--- src/rtl/size_class_bank_allocator_defines.svh ---
// assertion macros shared by the allocator rtl
`ifndef SIZE_CLASS_BANK_ALLOCATOR_DEFINES_SVH
`define SIZE_CLASS_BANK_ALLOCATOR_DEFINES_SVH

// same-cycle implication, checked out of reset
`define SCBA_ASSERT_IMP(label, ante, cons) \
  label: assert property (@(posedge clk) disable iff (!rst_n) (ante) |-> (cons)) \
    else $error("allocator check failed");

// next-cycle implication, checked out of reset
`define SCBA_ASSERT_NXT(label, ante, cons) \
  label: assert property (@(posedge clk) disable iff (!rst_n) (ante) |=> (cons)) \
    else $error("allocator check failed");

`endif

--- src/rtl/scba_pkg.sv ---
// package: constants, types and helpers of the size class allocator
`timescale 1ns / 1ps
`default_nettype none
package scba_pkg;

  localparam int NUM_CLASSES = 5;
  localparam int BANK_SH     = 13;                 // log2 of bank bytes
  localparam int MAP_DEPTH   = 1024;
  localparam int ROW_W       = 32;
  localparam int ROWS        = MAP_DEPTH / ROW_W;
  localparam int ROW_AW      = $clog2(ROWS);
  localparam int BIT_AW      = $clog2(ROW_W);
  localparam int POS_W       = ROW_AW + BIT_AW;
  localparam int BASE_W      = 11;                 // five counts of up to 255
  localparam int SEG_W       = 14;
  localparam int CFG_W       = 40;
  localparam int DVD_W       = 8 + BANK_SH;

  localparam logic [2:0] CFG_COUNTS = 3'd5;
  localparam logic [2:0] CFG_FIRSTS = 3'd6;

  localparam logic [BASE_W-1:0] MAP_LIMIT = BASE_W'(MAP_DEPTH);

  typedef enum logic [3:0] {
    S_IDLE, S_CLASS, S_RD, S_CHK, S_MUL, S_FORM, S_FSEL, S_FDIV, S_FIDX, S_FIN
  } state_t;

  typedef struct packed {
    logic              rd_en;
    logic [ROW_AW-1:0] rd_addr;
    logic              wr_en;
    logic [ROW_AW-1:0] wr_addr;
    logic [ROW_W-1:0]  wr_data;
  } map_req_t;

  typedef struct packed {
    logic             start;
    logic [DVD_W-1:0] dividend;
    logic [SEG_W-1:0] divisor;
  } div_req_t;

  // bitmap position of the first segment of class c
  function automatic logic [BASE_W-1:0] base_of(input logic [CFG_W-1:0] counts,
                                                input logic [2:0] c);
    logic [BASE_W-1:0] b;
    b = '0;
    for (int k = 0; k < NUM_CLASSES; k++) begin
      if (3'(k) < c) b = b + BASE_W'(counts[8*k +: 8]);
    end
    return b;
  endfunction

endpackage
`default_nettype wire

--- src/rtl/size_class_bank_allocator.sv ---
// top level: config registers, request sequencer and result register
// after reset the used-bit map is cleared row by row, in_stall stays high meanwhile
// allocate: S_CLASS tries each class, S_RD and S_CHK scan each bitmap row, then S_MUL and
//   S_FORM form the result; the sequencer walks 32-bit rows of the map through its single read port
// free: runs the 21-step divider, then one map read-modify-write
// one word in flight at a time; the result register lets the next word be taken
`timescale 1ns / 1ps
`default_nettype none
`include "size_class_bank_allocator_defines.svh"
module size_class_bank_allocator (
  input  wire logic        clk,
  input  wire logic        rst_n,
  // configuration
  input  wire logic        cfg_we,
  input  wire logic [2:0]  cfg_index,
  input  wire logic [39:0] cfg_wdata,
  // request word
  input  wire logic        in_valid,
  output logic             in_stall,
  input  wire logic        in_req_type,
  input  wire logic [13:0] in_req_size,
  input  wire logic [7:0]  in_free_bank,
  input  wire logic [12:0] in_free_offset,
  // result word
  output logic             out_valid,
  input  wire logic        out_stall,
  output logic             out_ok,
  output logic [7:0]       out_bank,
  output logic [12:0]      out_offset
);
  localparam int BW = scba_pkg::BASE_W;

  // configuration registers
  logic [scba_pkg::SEG_W-1:0] seg_size_r [scba_pkg::NUM_CLASSES];
  logic [scba_pkg::CFG_W-1:0] counts_r;
  logic [scba_pkg::CFG_W-1:0] firsts_r;

  always_ff @(posedge clk) begin
    if (!rst_n) begin
      seg_size_r[0] <= 14'd32;
      seg_size_r[1] <= 14'd64;
      seg_size_r[2] <= 14'd128;
      seg_size_r[3] <= 14'd256;
      seg_size_r[4] <= 14'd1024;
      counts_r      <= '0;
      firsts_r      <= '0;
    end else if (cfg_we) begin
      if (cfg_index < 3'(scba_pkg::NUM_CLASSES))
        seg_size_r[cfg_index] <= cfg_wdata[scba_pkg::SEG_W-1:0];
      else if (cfg_index == scba_pkg::CFG_COUNTS) counts_r <= cfg_wdata;
      else if (cfg_index == scba_pkg::CFG_FIRSTS) firsts_r <= cfg_wdata;
    end
  end

  // sequencer state
  scba_pkg::state_t           state_r, state_nxt;
  logic                       type_r, type_nxt;
  logic [13:0]                size_r, size_nxt;
  logic [7:0]                 fbank_r, fbank_nxt;
  logic [12:0]                foff_r, foff_nxt;
  logic [2:0]                 cls_r, cls_nxt;
  logic [BW-1:0]              base_r, base_nxt;
  logic [BW-1:0]              end_r, end_nxt;
  logic [scba_pkg::ROW_AW-1:0] row_r, row_nxt;
  logic [scba_pkg::BIT_AW-1:0] bit_r, bit_nxt;
  logic [7:0]                 j_r, j_nxt;
  logic [21:0]                prod_r, prod_nxt;
  logic                       res_ok_r, res_ok_nxt;
  logic [7:0]                 res_bank_r, res_bank_nxt;
  logic [12:0]                res_off_r, res_off_nxt;
  logic                       ovalid_r, ovalid_nxt;
  logic                       ook_r, ook_nxt;
  logic [7:0]                 obank_r, obank_nxt;
  logic [12:0]                ooff_r, ooff_nxt;

  scba_pkg::map_req_t         map_req;
  scba_pkg::div_req_t         div_req;
  logic                       map_busy;
  logic [scba_pkg::ROW_W-1:0] row_data;
  logic                       div_done;
  logic [scba_pkg::DVD_W-1:0] quot;

  scba_map u_map (.clk(clk), .rst_n(rst_n), .req(map_req), .busy(map_busy),
                  .rd_data(row_data));
  scba_div u_div (.clk(clk), .rst_n(rst_n), .req(div_req), .done(div_done), .quot(quot));

  // per-state helper values
  logic [scba_pkg::SEG_W-1:0] seg_cur;
  logic [7:0]                 cnt_cur;
  logic [7:0]                 first_cur;
  logic [BW-1:0]              cls_base;
  logic [BW-1:0]              cls_end;
  logic [scba_pkg::ROW_W-1:0] free_mask;
  logic                       hit;
  logic [scba_pkg::BIT_AW-1:0] hit_idx;
  logic [BW-1:0]              abs_pos;
  logic [BW-1:0]              hit_pos;
  logic [scba_pkg::ROW_AW-1:0] last_row;
  logic [2:0]                 fcls;
  logic                       ffound;
  logic [BW-1:0]              fpos;
  logic                       out_free;

  always_comb begin
    seg_cur   = '0;
    cnt_cur   = '0;
    first_cur = '0;
    for (int c = 0; c < scba_pkg::NUM_CLASSES; c++) begin
      if (cls_r == 3'(c)) begin
        seg_cur   = seg_size_r[c];
        cnt_cur   = counts_r[8*c +: 8];
        first_cur = firsts_r[8*c +: 8];
      end
    end
    cls_base = scba_pkg::base_of(counts_r, cls_r);
    cls_end  = cls_base + BW'(cnt_cur);
    if (cls_end > scba_pkg::MAP_LIMIT) cls_end = scba_pkg::MAP_LIMIT;

    // free bits of the current row that fall inside the class range
    for (int i = 0; i < scba_pkg::ROW_W; i++) begin
      abs_pos      = {1'b0, row_r, scba_pkg::BIT_AW'(i)};
      free_mask[i] = !row_data[i] && (abs_pos >= base_r) && (abs_pos < end_r);
    end
    hit     = |free_mask;
    hit_idx = '0;
    for (int i = scba_pkg::ROW_W - 1; i >= 0; i--) begin
      if (free_mask[i]) hit_idx = scba_pkg::BIT_AW'(i);
    end
    hit_pos  = {1'b0, row_r, hit_idx};
    last_row = scba_pkg::ROW_AW'((end_r - BW'(1)) >> scba_pkg::BIT_AW);

    // highest class whose first bank is not above the freed bank
    fcls   = '0;
    ffound = 1'b0;
    for (int c = 0; c < scba_pkg::NUM_CLASSES; c++) begin
      if (fbank_r >= firsts_r[8*c +: 8]) begin
        fcls   = 3'(c);
        ffound = 1'b1;
      end
    end
    fpos = base_r + BW'(quot[7:0]);
  end

  assign out_free = !ovalid_r || !out_stall;

  always_comb begin
    state_nxt    = state_r;
    type_nxt     = type_r;
    size_nxt     = size_r;
    fbank_nxt    = fbank_r;
    foff_nxt     = foff_r;
    cls_nxt      = cls_r;
    base_nxt     = base_r;
    end_nxt      = end_r;
    row_nxt      = row_r;
    bit_nxt      = bit_r;
    j_nxt        = j_r;
    prod_nxt     = prod_r;
    res_ok_nxt   = res_ok_r;
    res_bank_nxt = res_bank_r;
    res_off_nxt  = res_off_r;
    ovalid_nxt   = ovalid_r && out_stall;
    ook_nxt      = ook_r;
    obank_nxt    = obank_r;
    ooff_nxt     = ooff_r;
    map_req      = '0;
    div_req      = '0;
    in_stall     = !(state_r == scba_pkg::S_IDLE) || map_busy;

    case (state_r)
      scba_pkg::S_IDLE: begin
        if (in_valid && !in_stall) begin
          type_nxt     = in_req_type;
          size_nxt     = in_req_size;
          fbank_nxt    = in_free_bank;
          foff_nxt     = in_free_offset;
          cls_nxt      = '0;
          res_ok_nxt   = 1'b0;
          res_bank_nxt = '0;
          res_off_nxt  = '0;
          state_nxt    = in_req_type ? scba_pkg::S_FSEL : scba_pkg::S_CLASS;
        end
      end
      // try one class for an allocate
      scba_pkg::S_CLASS: begin
        if (cls_r == 3'(scba_pkg::NUM_CLASSES)) begin
          state_nxt = scba_pkg::S_FIN;
        end else if (seg_cur != '0 && size_r <= seg_cur && cls_base < cls_end) begin
          base_nxt  = cls_base;
          end_nxt   = cls_end;
          row_nxt   = cls_base[scba_pkg::POS_W-1:scba_pkg::BIT_AW];
          state_nxt = scba_pkg::S_RD;
        end else begin
          cls_nxt = cls_r + 3'd1;
        end
      end
      scba_pkg::S_RD: begin
        map_req.rd_en   = 1'b1;
        map_req.rd_addr = row_r;
        state_nxt       = scba_pkg::S_CHK;
      end
      scba_pkg::S_CHK: begin
        map_req.wr_addr = row_r;
        if (type_r) begin
          // free: clear the bit if it was set
          if (row_data[bit_r]) begin
            map_req.wr_en          = 1'b1;
            map_req.wr_data        = row_data;
            map_req.wr_data[bit_r] = 1'b0;
            res_ok_nxt             = 1'b1;
          end
          state_nxt = scba_pkg::S_FIN;
        end else if (hit) begin
          map_req.wr_en            = 1'b1;
          map_req.wr_data          = row_data;
          map_req.wr_data[hit_idx] = 1'b1;
          j_nxt                    = 8'(hit_pos - base_r);
          state_nxt                = scba_pkg::S_MUL;
        end else if (row_r == last_row) begin
          cls_nxt   = cls_r + 3'd1;
          state_nxt = scba_pkg::S_CLASS;
        end else begin
          row_nxt   = row_r + 1'b1;
          state_nxt = scba_pkg::S_RD;
        end
      end
      scba_pkg::S_MUL: begin
        prod_nxt  = {14'd0, j_r} * {8'd0, seg_cur};
        state_nxt = scba_pkg::S_FORM;
      end
      scba_pkg::S_FORM: begin
        res_ok_nxt   = 1'b1;
        res_bank_nxt = 8'(first_cur + prod_r[21:scba_pkg::BANK_SH]);
        res_off_nxt  = prod_r[scba_pkg::BANK_SH-1:0];
        state_nxt    = scba_pkg::S_FIN;
      end
      // free: pick the class and start the segment index division
      scba_pkg::S_FSEL: begin
        cls_nxt  = fcls;
        base_nxt = scba_pkg::base_of(counts_r, fcls);
        if (!ffound || seg_size_r[fcls] == '0) begin
          state_nxt = scba_pkg::S_FIN;
        end else begin
          div_req.start    = 1'b1;
          div_req.dividend = {8'(fbank_r - firsts_r[8*fcls +: 8]), foff_r};
          div_req.divisor  = seg_size_r[fcls];
          state_nxt        = scba_pkg::S_FDIV;
        end
      end
      scba_pkg::S_FDIV: begin
        if (div_done) state_nxt = scba_pkg::S_FIDX;
      end
      scba_pkg::S_FIDX: begin
        if (quot >= scba_pkg::DVD_W'(cnt_cur) || fpos >= scba_pkg::MAP_LIMIT) begin
          state_nxt = scba_pkg::S_FIN;
        end else begin
          row_nxt   = fpos[scba_pkg::POS_W-1:scba_pkg::BIT_AW];
          bit_nxt   = fpos[scba_pkg::BIT_AW-1:0];
          state_nxt = scba_pkg::S_RD;
        end
      end
      // hand the result to the output register
      scba_pkg::S_FIN: begin
        if (out_free) begin
          ovalid_nxt = 1'b1;
          ook_nxt    = res_ok_r;
          obank_nxt  = res_bank_r;
          ooff_nxt   = res_off_r;
          state_nxt  = scba_pkg::S_IDLE;
        end
      end
      default: begin
        state_nxt = scba_pkg::S_IDLE;
      end
    endcase
  end

  always_ff @(posedge clk) begin
    if (!rst_n) begin
      state_r  <= scba_pkg::S_IDLE;
      ovalid_r <= 1'b0;
    end else begin
      state_r  <= state_nxt;
      ovalid_r <= ovalid_nxt;
    end
    type_r     <= type_nxt;
    size_r     <= size_nxt;
    fbank_r    <= fbank_nxt;
    foff_r     <= foff_nxt;
    cls_r      <= cls_nxt;
    base_r     <= base_nxt;
    end_r      <= end_nxt;
    row_r      <= row_nxt;
    bit_r      <= bit_nxt;
    j_r        <= j_nxt;
    prod_r     <= prod_nxt;
    res_ok_r   <= res_ok_nxt;
    res_bank_r <= res_bank_nxt;
    res_off_r  <= res_off_nxt;
    ook_r      <= ook_nxt;
    obank_r    <= obank_nxt;
    ooff_r     <= ooff_nxt;
  end

  assign out_valid  = ovalid_r;
  assign out_ok     = ook_r;
  assign out_bank   = obank_r;
  assign out_offset = ooff_r;

  `SCBA_ASSERT_IMP(a_take_only_idle, !in_stall, state_r == scba_pkg::S_IDLE && !map_busy)
  `SCBA_ASSERT_IMP(a_write_in_check, map_req.wr_en, state_r == scba_pkg::S_CHK)
  `SCBA_ASSERT_IMP(a_div_done_waited, div_done, state_r == scba_pkg::S_FDIV)
  `SCBA_ASSERT_NXT(a_fin_loads_out, state_r == scba_pkg::S_FIN && out_free, ovalid_r)
endmodule
`default_nettype wire

--- src/rtl/scba_div.sv ---
// iterative restoring divider, one quotient bit a cycle
`timescale 1ns / 1ps
`default_nettype none
module scba_div (
  input  wire logic                    clk,
  input  wire logic                    rst_n,
  input  wire scba_pkg::div_req_t      req,
  output logic                         done,
  output logic [scba_pkg::DVD_W-1:0]   quot
);
  logic                         busy_r, busy_nxt;
  logic                         done_r, done_nxt;
  logic [4:0]                   cnt_r, cnt_nxt;
  logic [scba_pkg::SEG_W-1:0]   rem_r, rem_nxt;
  logic [scba_pkg::DVD_W-1:0]   dvd_r, dvd_nxt;
  logic [scba_pkg::DVD_W-1:0]   q_r, q_nxt;
  logic [scba_pkg::SEG_W-1:0]   dvs_r, dvs_nxt;
  logic [scba_pkg::SEG_W:0]     rem_sh;

  always_comb begin
    busy_nxt = busy_r;
    done_nxt = 1'b0;
    cnt_nxt  = cnt_r;
    rem_nxt  = rem_r;
    dvd_nxt  = dvd_r;
    q_nxt    = q_r;
    dvs_nxt  = dvs_r;
    rem_sh   = {rem_r, dvd_r[scba_pkg::DVD_W-1]};
    if (req.start) begin
      busy_nxt = 1'b1;
      cnt_nxt  = '0;
      rem_nxt  = '0;
      dvd_nxt  = req.dividend;
      dvs_nxt  = req.divisor;
      q_nxt    = '0;
    end else if (busy_r) begin
      dvd_nxt = {dvd_r[scba_pkg::DVD_W-2:0], 1'b0};
      if (rem_sh >= {1'b0, dvs_r}) begin
        rem_nxt = scba_pkg::SEG_W'(rem_sh - {1'b0, dvs_r});
        q_nxt   = {q_r[scba_pkg::DVD_W-2:0], 1'b1};
      end else begin
        rem_nxt = rem_sh[scba_pkg::SEG_W-1:0];
        q_nxt   = {q_r[scba_pkg::DVD_W-2:0], 1'b0};
      end
      cnt_nxt = cnt_r + 5'd1;
      if (cnt_r == 5'(scba_pkg::DVD_W - 1)) begin
        busy_nxt = 1'b0;
        done_nxt = 1'b1;
      end
    end
  end

  always_ff @(posedge clk) begin
    if (!rst_n) begin
      busy_r <= 1'b0;
      done_r <= 1'b0;
      cnt_r  <= '0;
    end else begin
      busy_r <= busy_nxt;
      done_r <= done_nxt;
      cnt_r  <= cnt_nxt;
    end
    rem_r <= rem_nxt;
    dvd_r <= dvd_nxt;
    q_r   <= q_nxt;
    dvs_r <= dvs_nxt;
  end

  assign done = done_r;
  assign quot = q_r;
endmodule
`default_nettype wire

--- src/rtl/scba_map.sv ---
// used-bit map: row memory with a clearing pass after reset
`timescale 1ns / 1ps
`default_nettype none
module scba_map (
  input  wire logic                    clk,
  input  wire logic                    rst_n,
  input  wire scba_pkg::map_req_t      req,
  output logic                         busy,
  output logic [scba_pkg::ROW_W-1:0]   rd_data
);
  logic [scba_pkg::ROW_W-1:0]  mem [scba_pkg::ROWS];
  logic                        clearing_r;
  logic [scba_pkg::ROW_AW-1:0] clr_cnt_r;
  logic [scba_pkg::ROW_W-1:0]  rd_data_r;

  always_ff @(posedge clk) begin
    if (!rst_n) begin
      clearing_r <= 1'b1;
      clr_cnt_r  <= '0;
    end else if (clearing_r) begin
      clr_cnt_r <= clr_cnt_r + 1'b1;
      if (clr_cnt_r == scba_pkg::ROW_AW'(scba_pkg::ROWS - 1)) clearing_r <= 1'b0;
    end
  end

  always_ff @(posedge clk) begin
    if (clearing_r) begin
      mem[clr_cnt_r] <= '0;
    end else if (req.wr_en) begin
      mem[req.wr_addr] <= req.wr_data;
    end
    if (req.rd_en) rd_data_r <= mem[req.rd_addr];
  end

  assign busy    = clearing_r;
  assign rd_data = rd_data_r;
endmodule
`default_nettype wire
--- config.mk ---
export PLATFORM = sky130hd
export DESIGN_NAME = size_class_bank_allocator
export DESIGN_NICKNAME = d
export VERILOG_FILES = /design/src/rtl/scba_pkg.sv /design/src/rtl/size_class_bank_allocator.sv /design/src/rtl/scba_div.sv /design/src/rtl/scba_map.sv
export VERILOG_INCLUDE_DIRS = /design/src /design/src/rtl
export SDC_FILE = /design/constraint.sdc
export NUM_CORES = 2
export LEC_CHECK = 0
export CAP_MARGIN = 20
export CELL_PAD_IN_SITES_DETAIL_PLACEMENT = 2
export CELL_PAD_IN_SITES_GLOBAL_PLACEMENT = 2
export CORE_MARGIN = 4
export CORE_UTILIZATION = 41
export DETAILED_ROUTE_END_ITERATION = 10
export DONT_BUFFER_PORTS = 1
export PLACE_DENSITY = 0.72
export SYNTH_ARGS = -nofsm -noshare
export SYNTH_HDL_FRONTEND = slang
export SYNTH_SLANG_ARGS = --single-unit
--- constraint.sdc ---
create_clock -name clk -period 9.3 [get_ports clk]
set_input_delay 1.86 -clock clk [delete_from_list [all_inputs] [get_ports clk]]
set_output_delay 1.86 -clock clk [all_outputs]
set_load 0.005 [all_outputs]
==> impl.org <==
** Drt
- Detailed-route wire length :: 257000 microns
- The detail route stage leaves a number of antenna-violating nets equal to 0.
- In this run, the number of DRC markers left after iteration 0 of detailed routing was 4240.
- In the routed layout, each cell is associated on average with a via count of 6.02.
- The routed layout has 49298 vias.
- The first detailed-routing pass took 5 iterations.
- After detailed routing, the average wire length per cell comes to 31.4 microns.
- Count of unresolved DRC violations after routing :: 0

** Place
- IO buf count :: 0
- DP Wirelength :: 169000 microns
- Final GP Congestion :: 0.897

** Timing
- Hold is met by 0.418 ns.
- The final number of hold-violating endpoints is 0.
- Number of max-slew violations in the final report :: 0
- Clock skew after layout :: 0.0633 ns
- Transition time at the pin with the least slew margin :: 1.20 ns
- Setup violations remaining at the end of the flow were counted as 0.
- Final critical-path share of the clock period :: 97.9%
- Maximum clock frequency :: 0.110 GHz
- Measured against its own limit, the worst slew margin works out to 20.1%.
- Unrepaired setup endpoints after global routing :: yes
- Tmin final :: 9.10 ns

** Clocking
- After clock tree synthesis, the flow added hold-fix buffers numbering 0.
- Clock latency on the worst-skew pair, taken at its later pin, is 0.84 ns.
- No sink is reached through more buffers than the 3 on the longest clock path.
- The H-tree generated during clock tree synthesis spans 4 levels.
- Clock transition at path regs :: 0.06 ns
- Inserted Clock Buffers :: 159
- TritonCTS built the clock tree.
- Number of clock sinks :: 1438
- CTS placed an instance of clkbuf_16 at the clock tree root.

** Worst setup path
- The critical path ends at cls_r[0]$_DFFE_PP_.
- The worst register-to-register path has a setup slack of 0.20 ns.
- Beginning of the critical path :: cls_r[2]$_DFFE_PP_
- Type of the worst setup path :: reg2reg
- Crit path arrival time :: 9.62 ns
- Of all nets on the critical path, the largest fanout is 5.
- Crit start category :: flip-flop
- The worst register-to-register path begins at cls_r[2]$_DFFE_PP_.
- Counting cells, the worst reg-to-reg path comes to 45.
- CP Buf/Inv Count :: 4
- Family with the most delay on the worst path :: compound AO/OA/AOI/OAI gates
- Among all stages on the critical path, the largest delay is contributed by edfxtp_1.
- Number of logic stages on the critical path including buffering :: 45
- Data required time at the worst endpoint :: 9.82 ns
- The worst setup path is captured at a flip-flop.
- By instance count, the cell type seen most on the critical path is a21oi_2.
- Largest stage delay, worst path :: 0.43 ns
- Endpoint of the worst-slack reg-to-reg timing path :: cls_r[0]$_DFFE_PP_

** Synth
- Mapped Nets :: 6021
- Summing every instance area after synthesis gives 71200 sq um.
- Dominant cells by area after synthesis :: edfxtp_1, mux4_2, ha_1
- The most common cell in the synthesized netlist is edfxtp_1.
- Area share of the leading cell type in the synthesized netlist :: 55.1%
- Number of synthesized flops with an enable pin :: 1305
- The Yosys step of the flow raised 0 warnings.
- Summed over all instances, the cell type with the most area after synthesis is edfxtp_1.
- Ys flop type :: edfxtp_1
- Sequential cells were found to cover 58.8% of the synthesized design area.
- Distinct cell type count after synthesis :: 106
- Async set-reset flop share out of synthesis :: 0%
- Syn Area/Cell :: 12.7 sq um
- Number of register bits inferred by synthesis :: 1438
- Top cells by count, synth :: edfxtp_1, nand2_1, nor2_1, o21ai_0, inv_1
- Post-Syn Instances :: 5617

** Global routing
- In the global route stage, overall resource usage came out at 28.0%.
- Global-route track usage on met2 :: 48.6%
- The layer flagged by global routing as most heavily used is met2.
- M3 GR Usage :: 4.29%
- The first global-routing pass estimated 373000 microns of wire.
- The initial antenna violation count is 3.
- For this run the aggregate overflow at the end of global routing stands at 0.
- Global routing consumed, on the met1 layer, 34.7% of the routing resources.
- Number of global-route vias before repair :: 53718
- Entering global routing, the biggest net connects 133 pins.

** Floorplan
- Row count :: 152
- Chip Height :: 425 microns
- CORE AREA :: 172000 sq um
- Starting Density :: 41.4%
- Total die area :: 180000 sq um
- Number of placed I/O pins :: 108
- Die X :: 425 microns

** Cells and area
- Post-layout net count :: 6145
- End-of-flow core utilization :: 47.5%
- The layout has 16618 filler cells.
- From synthesis to final layout, the design area changed by 14.7%.
- Layout cells sized above 1 :: 16.9%

** Run
- Across the run, the number of max-cap violations was 0.

** Pwr
- Leak Pwr :: 0.0290 uW
- IR drop worst, VDD :: 0.177 mV
- In this run the power density over the cells is 256 nW/um^2.

** Run status
- The run finished with clean final reports.

** Min path
- In this run the worst hold path is classified as reg2reg.
-- power breakdown --
group          total [uW]  leakage, uW  switching (uW)  internal [uW]
Clock                6520      0.00256            2810           3710
Sequential           7730       0.0129             290           7440
Combinational        6650       0.0135            4180           2470
Total               20900       0.0290            7280          13600
-- cells by family (layout without fill, tap and decap cells) --
group	Yosys count	count (layout)	share of synthesized area, %
fa+ha+maj	322	322	6.54
buf+inv	567	822	3.04
flops	1438	1438	58.8
compound gates	1272	1272	11.5
xor+xnor	115	115	1.47
other cells	0	1	0
mux	471	471	9.30
simple gates	1432	1432	9.33
-- cells in the final DEF (no fill, tap or decap), drive strengths merged, types with 29 or more instances in the layout --
cell    count
and2      161
a211oi     52
ha        236
fa         84
o211ai    112
a21boi     94
mux2      160
nand3      71
a31oi     166
inv       268
nor3       37
o21ai     338
mux2i     175
nor2b      47
buf       266
nor2      379
a21o       57
edfxtp   1305
clkbuf    192
nand2b     45
mux4      136
a21oi     234
clkinv     69
xnor2      79
a22oi      29
xor2       35
nand2     573
dfxtp     133
-- flip-flops by register name, summed over array words and instances, names as in the netlist, 14 cells and up --
register,flops
u_div.dvd_r,21
u_div.dvs_r,14
u_map.rd_data,32
u_div.quot,21
u_map.mem,1024
firsts_r,40
u_div.rem_r,14
size_r,14
prod_r,21
counts_r,40
seg_size_r,70
-- through the flow --
step | instances | total power, uW | setup TNS, ns | instance area [sq um] | worst slack, ns
3_5_place_dp | 7848 | 14300 | -11.49 | 75400 | -0.407
2_1_floorplan | 5617 | 12100 | 0 | 71200 | 0.0476
3_3_place_gp | 7846 | 14000 | -5.10 | 75300 | -0.213
4_1_cts | 8152 | 20900 | 0 | 80800 | 0.0152
6_report | 8183 | 20900 | 0 | 81700 | 0.199
5_1_grt | 8183 | 22000 | -6.16 | 81700 | -0.234
-- routing by layer --
| metal | part of all wire [%] | wire length (microns) |
|---|---|---|
| met1 | 40 | 103000 |
| met2 | 50 | 129000 |
| met3 | 5.3 | 13700 |
| met4 | 4.5 | 11500 |
| met5 | 0 | 0 |
-- worst min path at each step --
stage / to / depth (start not counted) / from / slack (ns)
after floorplan: out_bank[0]$_DFFE_PP_ / 0 / res_bank_r[0]$_SDFFCE_PN0P_ / 0.40
after global placement: out_offset[1]$_DFFE_PP_ / 0 / res_off_r[1]$_SDFFCE_PN0P_ / 0.40
after detailed placement: out_bank[4]$_DFFE_PP_ / 0 / res_bank_r[4]$_SDFFCE_PN0P_ / 0.41
after CTS: out_bank[4]$_DFFE_PP_ / 0 / res_bank_r[4]$_SDFFCE_PN0P_ / 0.42
after global routing: out_bank[3]$_DFFE_PP_ / 0 / res_bank_r[3]$_SDFFCE_PN0P_ / 0.44
final: out_bank[4]$_DFFE_PP_ / 0 / res_bank_r[4]$_SDFFCE_PN0P_ / 0.42
-- worst register-to-register path, delay by kind of cell, from the launching register on --
family | cells | cell delay [ns]
buffers and inverters | 4 | 0.63
xor gates and xnor gates | 4 | 0.56
adders and majority gates | 8 | 2.27
AOI/OAI and AO/OA | 19 | 3.24
muxes | 2 | 0.59
DFF | 1 | 0.43
and+or+nand+nor | 8 | 1.11
-- what timing repair did --
action,4_1_cts,5_1_grt
pin swaps,12,43
gates resized for setup,23,73
buffers inserted,12,16
endpoints found under the setup margin,33,33
-- layout make-up --
type	instances	area [sq um]	area share, %
diodes	1	2.50	0.00306
clock buffers	192	4230	5.18
clock inverters	100	1070	1.31
inverters	264	991	1.21
multi-input cells	3612	28100	34.4
flip-flops and latches	1438	41900	51.2
well taps	2310	2890	3.54
repair buffers	266	2560	3.13
Power figures use the tool's default switching activity.
